===== src/rtl/ssd_pkg.sv =====
// Package for the seven-segment value display scanner.
// Holds the queue item type, the control states, the display codes and the
// divide-by-ten helper. It depends on nothing.
`default_nettype none

package ssd_pkg;

    localparam int DIGITS = 8;
    localparam int IDX_W  = $clog2(DIGITS);
    localparam int SEL_W  = 3;
    localparam int CODE_W = 5;
    localparam int MAG_W  = 32;
    localparam int FRAC_W = 3;
    localparam int QUEUE_DEPTH = 2;
    localparam int QPTR_W = $clog2(QUEUE_DEPTH);
    localparam int IN_TDATA_W  = 40;
    localparam int OUT_TDATA_W = 8;

    localparam logic [CODE_W-1:0] CODE_BLANK = CODE_W'(21);
    localparam logic [CODE_W-1:0] CODE_MINUS = CODE_W'(20);
    localparam logic [CODE_W-1:0] POINT_ADD  = CODE_W'(10);

    localparam logic [IDX_W-1:0] LAST_IDX = IDX_W'(DIGITS - 1);

    typedef enum logic {
        REQ_LOAD = 1'b0,
        REQ_TICK = 1'b1
    } req_kind_t;

    typedef struct packed {
        req_kind_t          kind;
        logic               negative;
        logic [MAG_W-1:0]   mag;
        logic [FRAC_W-1:0]  frac;
        logic               point;
    } ssd_item_t;

    typedef enum logic {
        ST_IDLE = 1'b0,
        ST_CONV = 1'b1
    } ssd_state_t;

    typedef struct packed {
        logic [MAG_W-1:0] quot;
        logic [3:0]       rem;
    } div10_t;

    // Quotient by the reciprocal 0xCCCCCCCD with a shift of 35, exact for
    // every 32-bit unsigned value; the remainder follows by shift and add.
    function automatic div10_t div10(input logic [MAG_W-1:0] x);
        logic [2*MAG_W-1:0] prod;
        logic [MAG_W-1:0]   q;
        logic [MAG_W-1:0]   q10;
        logic [MAG_W-1:0]   diff;
        div10_t             res;
        prod = {{MAG_W{1'b0}}, x} * {{MAG_W{1'b0}}, 32'hCCCC_CCCD};
        q    = {3'b000, prod[2*MAG_W-1:35]};
        q10  = (q << 3) + (q << 1);
        diff = x - q10;
        res.quot = q;
        res.rem  = diff[3:0];
        return res;
    endfunction

endpackage

`default_nettype wire


===== src/rtl/ssd_front.sv =====
// Front part of the display scanner: accepts requests, classifies them and
// splits off sign and magnitude, then holds them in a two-entry queue.
// Depends on ssd_pkg.
`default_nettype none

module ssd_front (
    input  wire logic                          aclk,
    input  wire logic                          aresetn,
    input  wire logic                          s_tvalid,
    output logic                               s_tready,
    input  wire logic [ssd_pkg::IN_TDATA_W-1:0] s_tdata,
    input  wire logic                          s_tuser,
    output logic                               q_valid,
    output ssd_pkg::ssd_item_t                 q_item,
    input  wire logic                          q_pop
);
    import ssd_pkg::*;

    ssd_item_t             entry_reg [QUEUE_DEPTH];
    logic [QPTR_W-1:0]     wr_ptr_reg, wr_ptr_next;
    logic [QPTR_W-1:0]     rd_ptr_reg, rd_ptr_next;
    logic [QPTR_W:0]       count_reg, count_next;
    ssd_item_t             new_item;
    logic [MAG_W-1:0]      raw;
    logic                  push;

    assign raw = s_tdata[MAG_W-1:0];

    always_comb begin
        new_item.kind     = req_kind_t'(s_tuser);
        new_item.negative = raw[MAG_W-1];
        new_item.mag      = raw[MAG_W-1] ? (MAG_W'(0) - raw) : raw;
        new_item.frac     = s_tdata[MAG_W +: FRAC_W];
        new_item.point    = s_tdata[MAG_W + FRAC_W];
    end

    assign s_tready = (count_reg != (QPTR_W+1)'(QUEUE_DEPTH));
    assign push     = s_tvalid && s_tready;
    assign q_valid  = (count_reg != '0);
    assign q_item   = entry_reg[rd_ptr_reg];

    always_comb begin
        wr_ptr_next = push ? wr_ptr_reg + 1'b1 : wr_ptr_reg;
        rd_ptr_next = q_pop ? rd_ptr_reg + 1'b1 : rd_ptr_reg;
        count_next  = count_reg;
        if (push && !q_pop) begin
            count_next = count_reg + 1'b1;
        end else if (q_pop && !push) begin
            count_next = count_reg - 1'b1;
        end
    end

    always_ff @(posedge aclk) begin
        if (!aresetn) begin
            wr_ptr_reg <= '0;
            rd_ptr_reg <= '0;
            count_reg  <= '0;
        end else begin
            wr_ptr_reg <= wr_ptr_next;
            rd_ptr_reg <= rd_ptr_next;
            count_reg  <= count_next;
        end
    end

    always_ff @(posedge aclk) begin
        if (push) begin
            entry_reg[wr_ptr_reg] <= new_item;
        end
    end

endmodule

`default_nettype wire


===== config.mk =====
export PLATFORM = sky130hd
export DESIGN_NAME = ssd_front
export DESIGN_NICKNAME = d
export VERILOG_FILES = /design/src/rtl/ssd_pkg.sv /design/src/rtl/ssd_front.sv
export SDC_FILE = /design/constraint.sdc
export NUM_CORES = 1
export LEC_CHECK = 0
export BUFFER_PORTS_ARGS = -buffer_cell sky130_fd_sc_hd__buf_2
export CORE_MARGIN = 5
export CORE_UTILIZATION = 40
export DETAILED_ROUTE_END_ITERATION = 7
export HOLD_SLACK_MARGIN = 0.15
export PLACE_DENSITY = 0.63
export SLEW_MARGIN = 20
export SYNTH_ARGS = -nofsm -noshare
export SYNTH_HDL_FRONTEND = slang
export SYNTH_SLANG_ARGS = --single-unit

===== constraint.sdc =====
create_clock -name aclk -period 4 [get_ports aclk]
set_input_delay 1.2 -clock aclk [delete_from_list [all_inputs] [get_ports aclk]]
set_output_delay 1.2 -clock aclk [all_outputs]
set_load 0.01 [all_outputs]

=== Word-level counts from Yosys, hierarchy flattened ===
Memory sizes are Yosys's and may differ from the RTL's. A register that Yosys moved wholly into a read port is not among the register bits.
Cells that the tools add are included.

* Bits in registers: 4
* Bits in writable memories: 76
* Logic and storage cells: 24
* Memories kept: 1

{| class="wikitable"
|+ Memory list
! name !! depth !! bits a word !! rd ports !! clocked after Yosys merged registers in !! wr ports !! line !! text
|-
| entry_reg || 2 || 38 || 1 || 1 || 1 || ssd_front.sv:19 || <nowiki>ssd_item_t entry_reg [QUEUE_DEPTH];</nowiki>
|}

* Add/sub/neg operators: 5
* Equal/unequal tests: 1
* Multiplexer cells: 7
* Reductions and logical operators: 7

{| class="wikitable"
|+ Operators with widths
! operator !! count
|-
| 2-to-1 mux 32 bit || 1
|-
| subtractor 1 x 32 -> 32 bit, first input constant || 1
|-
| 2-to-1 mux 1 bit || 4
|-
| 2-to-1 mux 2 bit || 2
|-
| nonzero test 2 bit || 2
|-
| logical AND 1 bit || 3
|-
| adder 1 bit, second input constant || 2
|-
| adder 2 x 1 -> 2 bit, second input constant || 1
|-
| zero test 1 bit || 2
|-
| inequality test 2 bit, second input constant || 1
|-
| subtractor 2 x 1 -> 2 bit, second input constant || 1
|}

=== Depth between registers and ports, before layout ===
Gate-level depths: netlist of run 1.

* Depth in word-level cells: 6
* Mapped depth: 7
* Gate-level depth less buffers: 7

=== Worst setup path before layout of run 1 ===
OpenSTA, ideal clock, no wires.

* Path type: in2reg
* Start point: input s_tvalid
* End point: memory entry_reg[0][0] in the netlist's numbering (enable)
* Library setup time: 0.433 ns
* Data arrival time: 2.894 ns
* Setup slack: 0.673 ns
* Stages: 2
* Path through: nand2_1 nor2_1

* Longest elaborated chain between the ends: 3

{| class="wikitable"
|+ RTL lines
! what !! line !! text
|-
| start: declaration || ssd_front.sv:9 || <nowiki>input wire logic s_tvalid,</nowiki>
|-
| logical AND 1 bit || ssd_front.sv:38 || <nowiki>assign push = s_tvalid && s_tready;</nowiki>
|-
| 2-to-1 mux 1 bit || ssd_front.sv:66 || <nowiki>if (push) begin</nowiki>
|-
| 2-to-1 mux 1 bit (implied by the code) || ssd_front.sv:67 || <nowiki>entry_reg[wr_ptr_reg] <= new_item;</nowiki>
|-
| end: declaration || ssd_front.sv:19 ||
|}

No other way between the ends.

==> results of run 1 <==
[layout make-up]
class,instances,area (µm²)
repair buffers,82,415
inverters,4,15.0
flip-flops and latches,81,2380
clock buffers,10,128
fillers,840,4700
multi-input cells,142,1260
clock inverters,6,67.6
well taps,111,139
[cells by family (layout without fill, tap and decap cells)]
kind of cell / after synthesis / count (layout) / share of synthesized area [%]
adder cells (fa/ha/maj): 2 / 2 / 0.678
buffers and inverters: 12 / 102 / 1.42
flip-flops: 81 / 81 / 64.6
AO/OA/AOI/OAI: 26 / 26 / 6.10
AND/OR/NAND/NOR: 43 / 43 / 7.80
XOR/XNOR: 33 / 33 / 7.83
multiplexers: 38 / 38 / 11.6
[worst max-delay path, stage by stage, from the launching register on]
cell and delay [ns]:
dfxtp_2 0.95, mux2_2 0.43, buf_2 0.14
[per-stage QoR]
stage / instance area (µm²) / power (mW)
floorplan: 3690 / 1.34
global placement: 4220 / 1.50
detailed placement: 4220 / 1.51
CTS: 4410 / 2.11
global route: 4410 / 2.17
finish: 4410 / 2.06
[per-layer routing]
layer,global-route usage [%],up-vias,part of all wire (%)
met5,0,-,0
met4,6.57,0,2.2
met3,3.10,13,3.8
met2,22.6,47,51
met1,15.3,1070,43
li1,-,1069,-
[how the worst max path moves through the flow]
stage | end | startpoint | slack [ns]
finish | q_item[35] | flip-flop | 0.93
global route | q_item[35] | flip-flop | 0.76
CTS | q_item[35] | flip-flop | 0.83
detailed placement | entry_reg[0][27] | s_tdata[5] | 0.78
global placement | entry_reg[0][27] | s_tdata[5] | 0.84
floorplan | entry_reg[0][0] | s_tvalid | 0.67
[Yosys cell counts]
cell type / number / area, µm²
buf_1: 3 / 11.3
clkbuf_1: 4 / 15.0
xnor2_1: 31 / 272
or4_1: 1 / 7.51
dfxtp_1: 5 / 100
xor2_1: 2 / 17.5
nand4_1: 1 / 6.26
mux2_2: 38 / 428
buf_6: 1 / 11.3
nand4b_4: 1 / 23.8
nand2_1: 11 / 41.3
o31ai_1: 10 / 75.1
ha_1: 2 / 25.0
o41ai_4: 1 / 27.5
nor4_1: 4 / 25.0
inv_1: 4 / 15.0
nor3_1: 2 / 10.0
nand2b_1: 4 / 25.0
o41ai_1: 3 / 26.3
nand3_1: 2 / 10.0
edfxtp_1: 76 / 2280
or3_1: 3 / 18.8
nand3b_1: 1 / 7.51
and2_1: 4 / 25.0
nor2_1: 3 / 11.3
o41ai_2: 3 / 48.8
nand4b_2: 1 / 15.0
a21boi_0: 1 / 7.51
o21ai_0: 8 / 40.0
and3_1: 1 / 6.26
nor4_4: 2 / 42.5
or2_2: 2 / 12.5
[power breakdown]
part           internal, mW  switching [mW]
registers              1.06          0.0399
clock network         0.291           0.294
logic                 0.176           0.206
==> impl_metrics.py, run 1 <==
metrics = {
    "clocking": {
        "insertion_delay_ns": 0.34,
        "postCtsHoldBufs": 0,
        "cts.path.max_buffers": 2,
        "cts_root_buffer": "clkbuf_8",
        "clock_sinks": 81,
        "cts_made_buffers": 9,
        "tritoncts": "built",
        "htreeDepth": 3,
        "clk_pin_slew_ns": 0.08,
        "cts_resized": 0,
        "postCtsSetupRepairBufs": 0,
    },
    "logic_synthesis": {
        "synth_fp_nets": 282,
        "synth.avg_cell_area_um2": 15.7,
        "syn_inst": 235,
        "netlist_area_um2": 3690,
        "ys_seq_area_share_pct": 64.6,
        "synth_cell_types": 32,
        "synth_warnings": 0,
        "synth_seq_cells": 81,
    },
    "global_routing": {
        "grt_usage_pct": 13.1,
        "grt_pass1_vias": 2357,
        "grt_max_degree": 39,
        "overflow": 0,
        "antenna_found_initial": 0,
        "grt_pass1_wl_mm": 11.5,
    },
    "timing": {
        "slew_headroom_pct": 35.3,
        "hold_ws_ns": 0.547,
        "tns_ns": 0,
        "setup_viol_count_final": 0,
        "period_share_pct": 76.7,
        "rsz0062_at_grt": "no",
        "fmax_mhz": 326,
        "tightest_slew_ns": 0.970,
        "hold_viol": 0,
        "fin_crit_ns": 3.07,
        "skew_ns": 0.0104,
        "setup_ws_ns": 0.934,
        "drv_slew": 0,
    },
    "route": {
        "drt_iter0_drc": 79,
        "via_per_inst": 5.04,
        "routedWlPerCell_um": 16.1,
        "dr_total_vias": 2199,
        "routed_wl_mm": 7.02,
        "firstDrtPassIters": 4,
        "route.antenna.remaining_nets": 0,
        "drc": 0,
    },
    "floorplan": {
        "start_util_pct": 40.5,
        "coreArea_um2": 9110,
        "die-area_um2": 11200,
        "core.rowCount": 35,
        "die_h_um": 106,
        "ios": 85,
        "die_width_um": 106,
    },
    "worst_setup_path": {
        "rr_endpoint": "entry_reg[1][2]",
        "cp-start-kind": "flip-flop",
        "crit_fanout": 38,
        "critPathCaptureType": "output port",
        "r2r_slack_ns": 2.21,
        "cp.arrival_ns": 1.87,
        "path_class": "reg2out",
        "worstReg2RegStart": "count_reg[0]",
        "r2r_cells": 2,
        "crit_required_ns": 2.80,
    },
    "worst_hold_path": {
        "whs_path_depth": 2,
        "hold_class": "reg2reg",
        "holdPathEnd": "count_reg[1]",
        "hold_path.startpoint": "count_reg[1]",
    },
    "pwr": {
        "p_leak_nw": 1.61,
        "powerDensity_nw_per_um2": 468,
        "ir_drop_mv": 0.154,
    },
    "finish": {
        "most-common-layout-cells": "buf_2, edfxtp_1, mux2_2, xnor2_1, nand2_1",
        "drive_gt1_share_pct": 45.5,
        "final_cells": 436,
        "diodes": 0,
        "largest_reg_flops": 76,
        "syn2layout_area_growth_pct": 19.6,
        "post-route-util_pct": 48.4,
        "nets": 367,
        "final_common_cell": "buf_2",
    },
    "placement": {
        "place_congestion": 0.815,
        "place_ws_ns": 0.781,
        "portBuffers": 80,
        "dp_hpwl_mm": 4.84,
        "dp.cells": 420,
    },
    "run": {
        "cap_violations": 0,
    },
    "status": {
        "run_status": "completed",
    },
}
Note: power is estimated with default switching activity, not from simulation.
==> run 2: changes to the inputs <==
==> constraint.sdc (replaced) <==
create_clock -name aclk -period 3.1 [get_ports aclk]
set_input_delay 0.93 -clock aclk [delete_from_list [all_inputs] [get_ports aclk]]
set_output_delay 0.93 -clock aclk [all_outputs]
set_load 0.01 [all_outputs]
==> impl_metrics.py, run 2 (same netlist as run 1, synthesis figures left out) <==
metrics = {
    "floorplan": {
        "die-area_um2": 11200,
        "die_width_um": 106,
        "core.rowCount": 35,
        "start_util_pct": 40.5,
        "coreArea_um2": 9110,
        "ios": 85,
        "die_h_um": 106,
    },
    "worst_setup_path": {
        "path_class": "reg2out",
        "crit_fanout": 21,
        "crit_required_ns": 2.17,
        "crit_chain": "buf_12 -> mux2_2 -> buf_2",
        "slowest_stage": "dfxtp_2",
        "cp-start-kind": "flip-flop",
        "worstReg2RegStart": "count_reg[0]",
        "cp_slowest_stage_delay_ns": 0.63,
        "critPathCaptureType": "output port",
        "cp.arrival_ns": 1.72,
    },
    "clocking": {
        "tritoncts": "built",
        "insertion_delay_ns": 0.33,
        "htreeDepth": 3,
        "postCtsSetupRepairBufs": 0,
        "postCtsHoldBufs": 0,
        "clk_pin_slew_ns": 0.08,
        "cts_root_buffer": "clkbuf_8",
        "clock_sinks": 81,
        "cts.path.max_buffers": 2,
        "cts_made_buffers": 9,
        "cts_resized": 0,
    },
    "timing": {
        "fmax_mhz": 377,
        "rsz0062_at_grt": "no",
        "period_share_pct": 85.5,
        "skew_ns": 0.00831,
        "drv_slew": 0,
        "setup_ws_ns": 0.450,
        "fin_crit_ns": 2.65,
        "setup_viol_count_final": 0,
        "tns_ns": 0,
        "slew_headroom_pct": 58.6,
        "hold_viol": 0,
        "tightest_slew_ns": 0.621,
    },
    "route": {
        "routed.top_layer": "met4",
        "via_per_inst": 5.04,
        "wl_met2_mm": 3.51,
        "drt_iter0_drc": 85,
        "wl_met3_um": 281,
        "route.antenna.remaining_nets": 0,
        "firstDrtPassIters": 4,
        "met1_length_mm": 2.98,
        "routed_wl_mm": 6.95,
        "drc": 0,
        "dr_total_vias": 2223,
        "routedWlPerCell_um": 15.8,
    },
    "placement": {
        "dp_hpwl_mm": 4.87,
        "place_ws_ns": 0.433,
        "portBuffers": 80,
        "place_congestion": 0.816,
        "dp.cells": 425,
    },
    "run": {
        "cap_violations": 0,
    },
    "worst_hold_path": {
        "hold_path.startpoint": "count_reg[1]",
        "hold_class": "reg2reg",
    },
    "finish": {
        "final_common_cell": "buf_2",
        "fill_cells": 815,
        "largest_reg_flops": 76,
        "drive_gt1_share_pct": 45.8,
        "final_cells": 441,
        "nets": 372,
        "syn2layout_area_growth_pct": 21.7,
        "post-route-util_pct": 49.3,
        "diodes": 0,
        "most-common-layout-cells": "buf_2, edfxtp_1, mux2_2, xnor2_1, nand2_1",
    },
    "pwr": {
        "powerDensity_nw_per_um2": 607,
        "p_leak_nw": 1.65,
        "ir_drop_mv": 0.184,
    },
    "global_routing": {
        "antenna_found_initial": 0,
        "grt_usage_pct": 12.8,
        "grt_max_degree": 39,
        "grt_pass1_wl_mm": 11.1,
        "grt_pass1_vias": 2262,
        "overflow": 0,
    },
    "status": {
        "run_status": "completed",
    },
}
[run 2: cell types whose count changed in the layout (fill, tap and decap cells not counted), sizes merged]
cell	change
bufinv	+1
buf	+5
inv	-1
[run 2: path summary, 6_finish.rpt]
| check | slack [ns] | endpoint | depth (start not counted) |
|---|---|---|---|
| worst min-delay path | 0.53 | count_reg[1] | 2 |
| worst min register to register | 0.53 | count_reg[1] | 2 |
| worst max-delay path | 0.45 | q_item[35] | 3 |
| worst max register to register | 1.43 | count_reg[1] | 6 |
[run 2: area by class of cell]
cell class                      instances  area, µm²  share of cell area [%]
Tap cell                              111        139                    3.09
Clock buffer                           10        128                    2.84
Inverter                                4       15.0                   0.334
Timing Repair Buffer                   87        478                    10.6
Sequential cell                        81       2380                    53.1
Clock inverter                          6       82.6                    1.84
Multi-Input combinational cell        142       1260                    28.1
[run 2: report_power, final]
group          leakage (nW)  internal [mW]  switching (mW)
logic                 0.797          0.238           0.276
clock network        0.0976          0.449           0.357
registers             0.753           1.37          0.0418
[run 2: per-layer routing]
| metal | up-vias | global-route usage, % |
|---|---|---|
| met3 | 18 | 2.85 |
| met1 | 1071 | 15.4 |
| met5 | - | 0 |
| met4 | 0 | 6.57 |
| li1 | 1079 | - |
| met2 | 55 | 21.5 |
[run 2: worst max-delay path: cells and delay by family, from the launching register on]
family / cells / cell delay, ns
buffers and inverters: 2 / 0.38
muxes: 1 / 0.35
DFF: 1 / 0.63
[run 2: through the flow]
stage / cell area (µm²) / power, mW / hold WS [ns]
after floorplan: 3690 / 1.73 / 0.473
after global placement: 4280 / 1.95 / 0.483
after detailed placement: 4280 / 1.96 / 0.517
after CTS: 4490 / 2.78 / 0.529
after global routing: 4490 / 2.87 / 0.582
final: 4490 / 2.73 / 0.526
==> run 3: changes to the inputs <==
--- a/config.mk
+++ b/config.mk
@@ -6,9 +6,12 @@
 export NUM_CORES = 1
 export LEC_CHECK = 0
 export BUFFER_PORTS_ARGS = -buffer_cell sky130_fd_sc_hd__buf_2
+export CAP_MARGIN = 5
 export CORE_MARGIN = 5
 export CORE_UTILIZATION = 40
+export CTS_CLUSTER_SIZE = 14
 export DETAILED_ROUTE_END_ITERATION = 7
+export GPL_TIMING_DRIVEN = 0
 export HOLD_SLACK_MARGIN = 0.15
 export PLACE_DENSITY = 0.63
 export SLEW_MARGIN = 20
==> impl_metrics.py, run 3 (same netlist as run 1, synthesis figures left out) <==
metrics = {
    "finish": {
        "diodes": 0,
        "drive_gt1_share_pct": 44.7,
        "most-common-layout-cells": "buf_2, edfxtp_1, mux2_2, xnor2_1, nand2_1",
        "fill_cells": 833,
        "largest_reg_flops": 76,
        "syn2layout_area_growth_pct": 21.9,
        "final_cells": 444,
        "final_common_cell": "buf_2",
        "nets": 375,
        "post-route-util_pct": 49.4,
    },
    "pwr": {
        "comb_power_share_pct": 19.5,
        "ir_drop_mv": 0.193,
        "cell_internal_pwr_mw": 2.06,
        "p_leak_nw": 1.65,
        "powerDensity_nw_per_um2": 611,
        "sw_frac_of_total_pct": 25.0,
        "clkPwrFrac_pct": 29.6,
        "switchingPower_mw": 0.686,
        "seqPwrFrac_pct": 50.9,
    },
    "timing": {
        "drv_slew": 0,
        "rsz0062_at_grt": "no",
        "hold_viol": 0,
        "skew_ns": 0.00943,
        "slew_headroom_pct": 57.3,
        "fmax_mhz": 341,
        "fin_crit_ns": 2.94,
        "setup_viol_count_final": 0,
        "tightest_slew_ns": 0.641,
        "period_share_pct": 94.7,
    },
    "route": {
        "routedWlPerCell_um": 16.4,
        "route.antenna.remaining_nets": 0,
        "firstDrtPassIters": 5,
        "drt_iter0_drc": 83,
        "drc": 0,
        "via_per_inst": 5.17,
        "dr_total_vias": 2294,
        "routed_wl_mm": 7.28,
    },
    "global_routing": {
        "grt_use_met1_pct": 16.2,
        "grt_usage_pct": 13.3,
        "grt_max_degree": 23,
        "grt-busiest-layer": "met2",
        "use_met3_pct": 2.79,
        "grt_pass1_vias": 2331,
        "antenna_found_initial": 0,
        "grt.met2_usage_pct": 22.5,
        "grt_pass1_wl_mm": 11.5,
        "overflow": 0,
    },
    "clocking": {
        "cts_made_buffers": 9,
        "postCtsHoldBufs": 0,
        "tritoncts": "built",
        "clock_sinks": 81,
        "cts.path.max_buffers": 2,
        "clk_pin_slew_ns": 0.07,
        "htreeDepth": 3,
        "cts_root_buffer": "clkbuf_8",
        "insertion_delay_ns": 0.34,
    },
    "worst_setup_path": {
        "r2r_slack_ns": 1.37,
        "critPathCaptureType": "output port",
        "cp_slowest_stage_delay_ns": 0.45,
        "path_class": "reg2out",
        "cp_num_buf_inv": 3,
        "crit_required_ns": 2.17,
        "cp-start-kind": "flip-flop",
        "crit_fanout": 10,
        "crit_chain": "clkbuf_1 -> buf_2 -> mux2_2 -> buf_2",
        "crit_path_frequent_cell": "buf_2",
        "slowest_stage": "clkbuf_1",
        "cp.arrival_ns": 2.01,
        "cpLargestDelayFamily": "buffers and inverters",
    },
    "floorplan": {
        "start_util_pct": 40.5,
        "die_h_um": 106,
        "core.rowCount": 35,
        "die_width_um": 106,
        "die-area_um2": 11200,
        "ios": 85,
        "coreArea_um2": 9110,
    },
    "worst_hold_path": {
        "hold_class": "reg2reg",
    },
    "placement": {
        "portBuffers": 80,
        "dp.cells": 428,
        "dp_hpwl_mm": 5.29,
        "place_congestion": 0.816,
    },
    "status": {
        "run_status": "completed",
    },
    "run": {
        "cap_violations": 0,
    },
}
==> run 3: layout make-up <==
type | instances | area (µm²) | share of cell area (%)
plain buffers | 8 | 40.0 | 0.890
clock buffers | 11 | 131 | 2.92
clock inverters | 5 | 80.1 | 1.78
inverters | 4 | 15.0 | 0.334
multi-input cells | 142 | 1260 | 28.1
flip-flops and latches | 81 | 2380 | 52.9
well taps | 111 | 139 | 3.09
repair buffers | 82 | 448 | 9.96
==> run 3: power by group through the flow <==
| stage | logic [mW] | registers (mW) | clock network [mW] |
|---|---|---|---|
| detailed placement | 0.547 | 1.42 | 0 |
| CTS | 0.550 | 1.40 | 0.841 |
| global placement | 0.512 | 1.43 | 0 |
| floorplan | 0.315 | 1.42 | 0 |
| finish | 0.535 | 1.40 | 0.814 |
| global route | 0.588 | 1.41 | 0.879 |
==> run 3: worst min-delay path: cells and delay by family, from the launching register on <==
kind           cells  cell delay (ns)
flip-flops         1             0.33
AO/OA/AOI/OAI      2             0.15
==> run 3: worst paths after layout <==
| check | start | to | depth (start not counted) |
|---|---|---|---|
| hold reg to reg | count_reg[1] | count_reg[1] | 2 |
| hold / removal | count_reg[1] | count_reg[1] | 2 |
| setup / recovery | flip-flop | q_item[36] | 4 |
| setup reg to reg | count_reg[0] | entry_reg[0][5] | 4 |
==> run 3: metal layers <==
| layer | routed length (µm) | share of wire, % |
|---|---|---|
| met2 | 3710 | 51 |
| met3 | 334 | 4.6 |
| met4 | 130 | 1.8 |
| met5 | 0 | 0 |
| met1 | 3110 | 43 |
==> run 3: what timing repair did <==
item	CTS	global route
setup buffers	0	0
resized for setup	2	0
setup endpoints to repair	20	0
==> run 3: through the flow <==
stage	cell area (µm²)	hold WS, ns	setup TNS [ns]	setup slack [ns]	total power, mW
final	4500	0.523	0	0.164	2.75
after floorplan	3690	0.473	0	0.0430	1.73
after CTS	4500	0.523	0	0.0700	2.79
after detailed placement	4290	0.510	0	0.274	1.97
after global placement	4230	0.487	-40.65	-1.07	1.94
after global routing	4500	0.565	0	0.0117	2.88
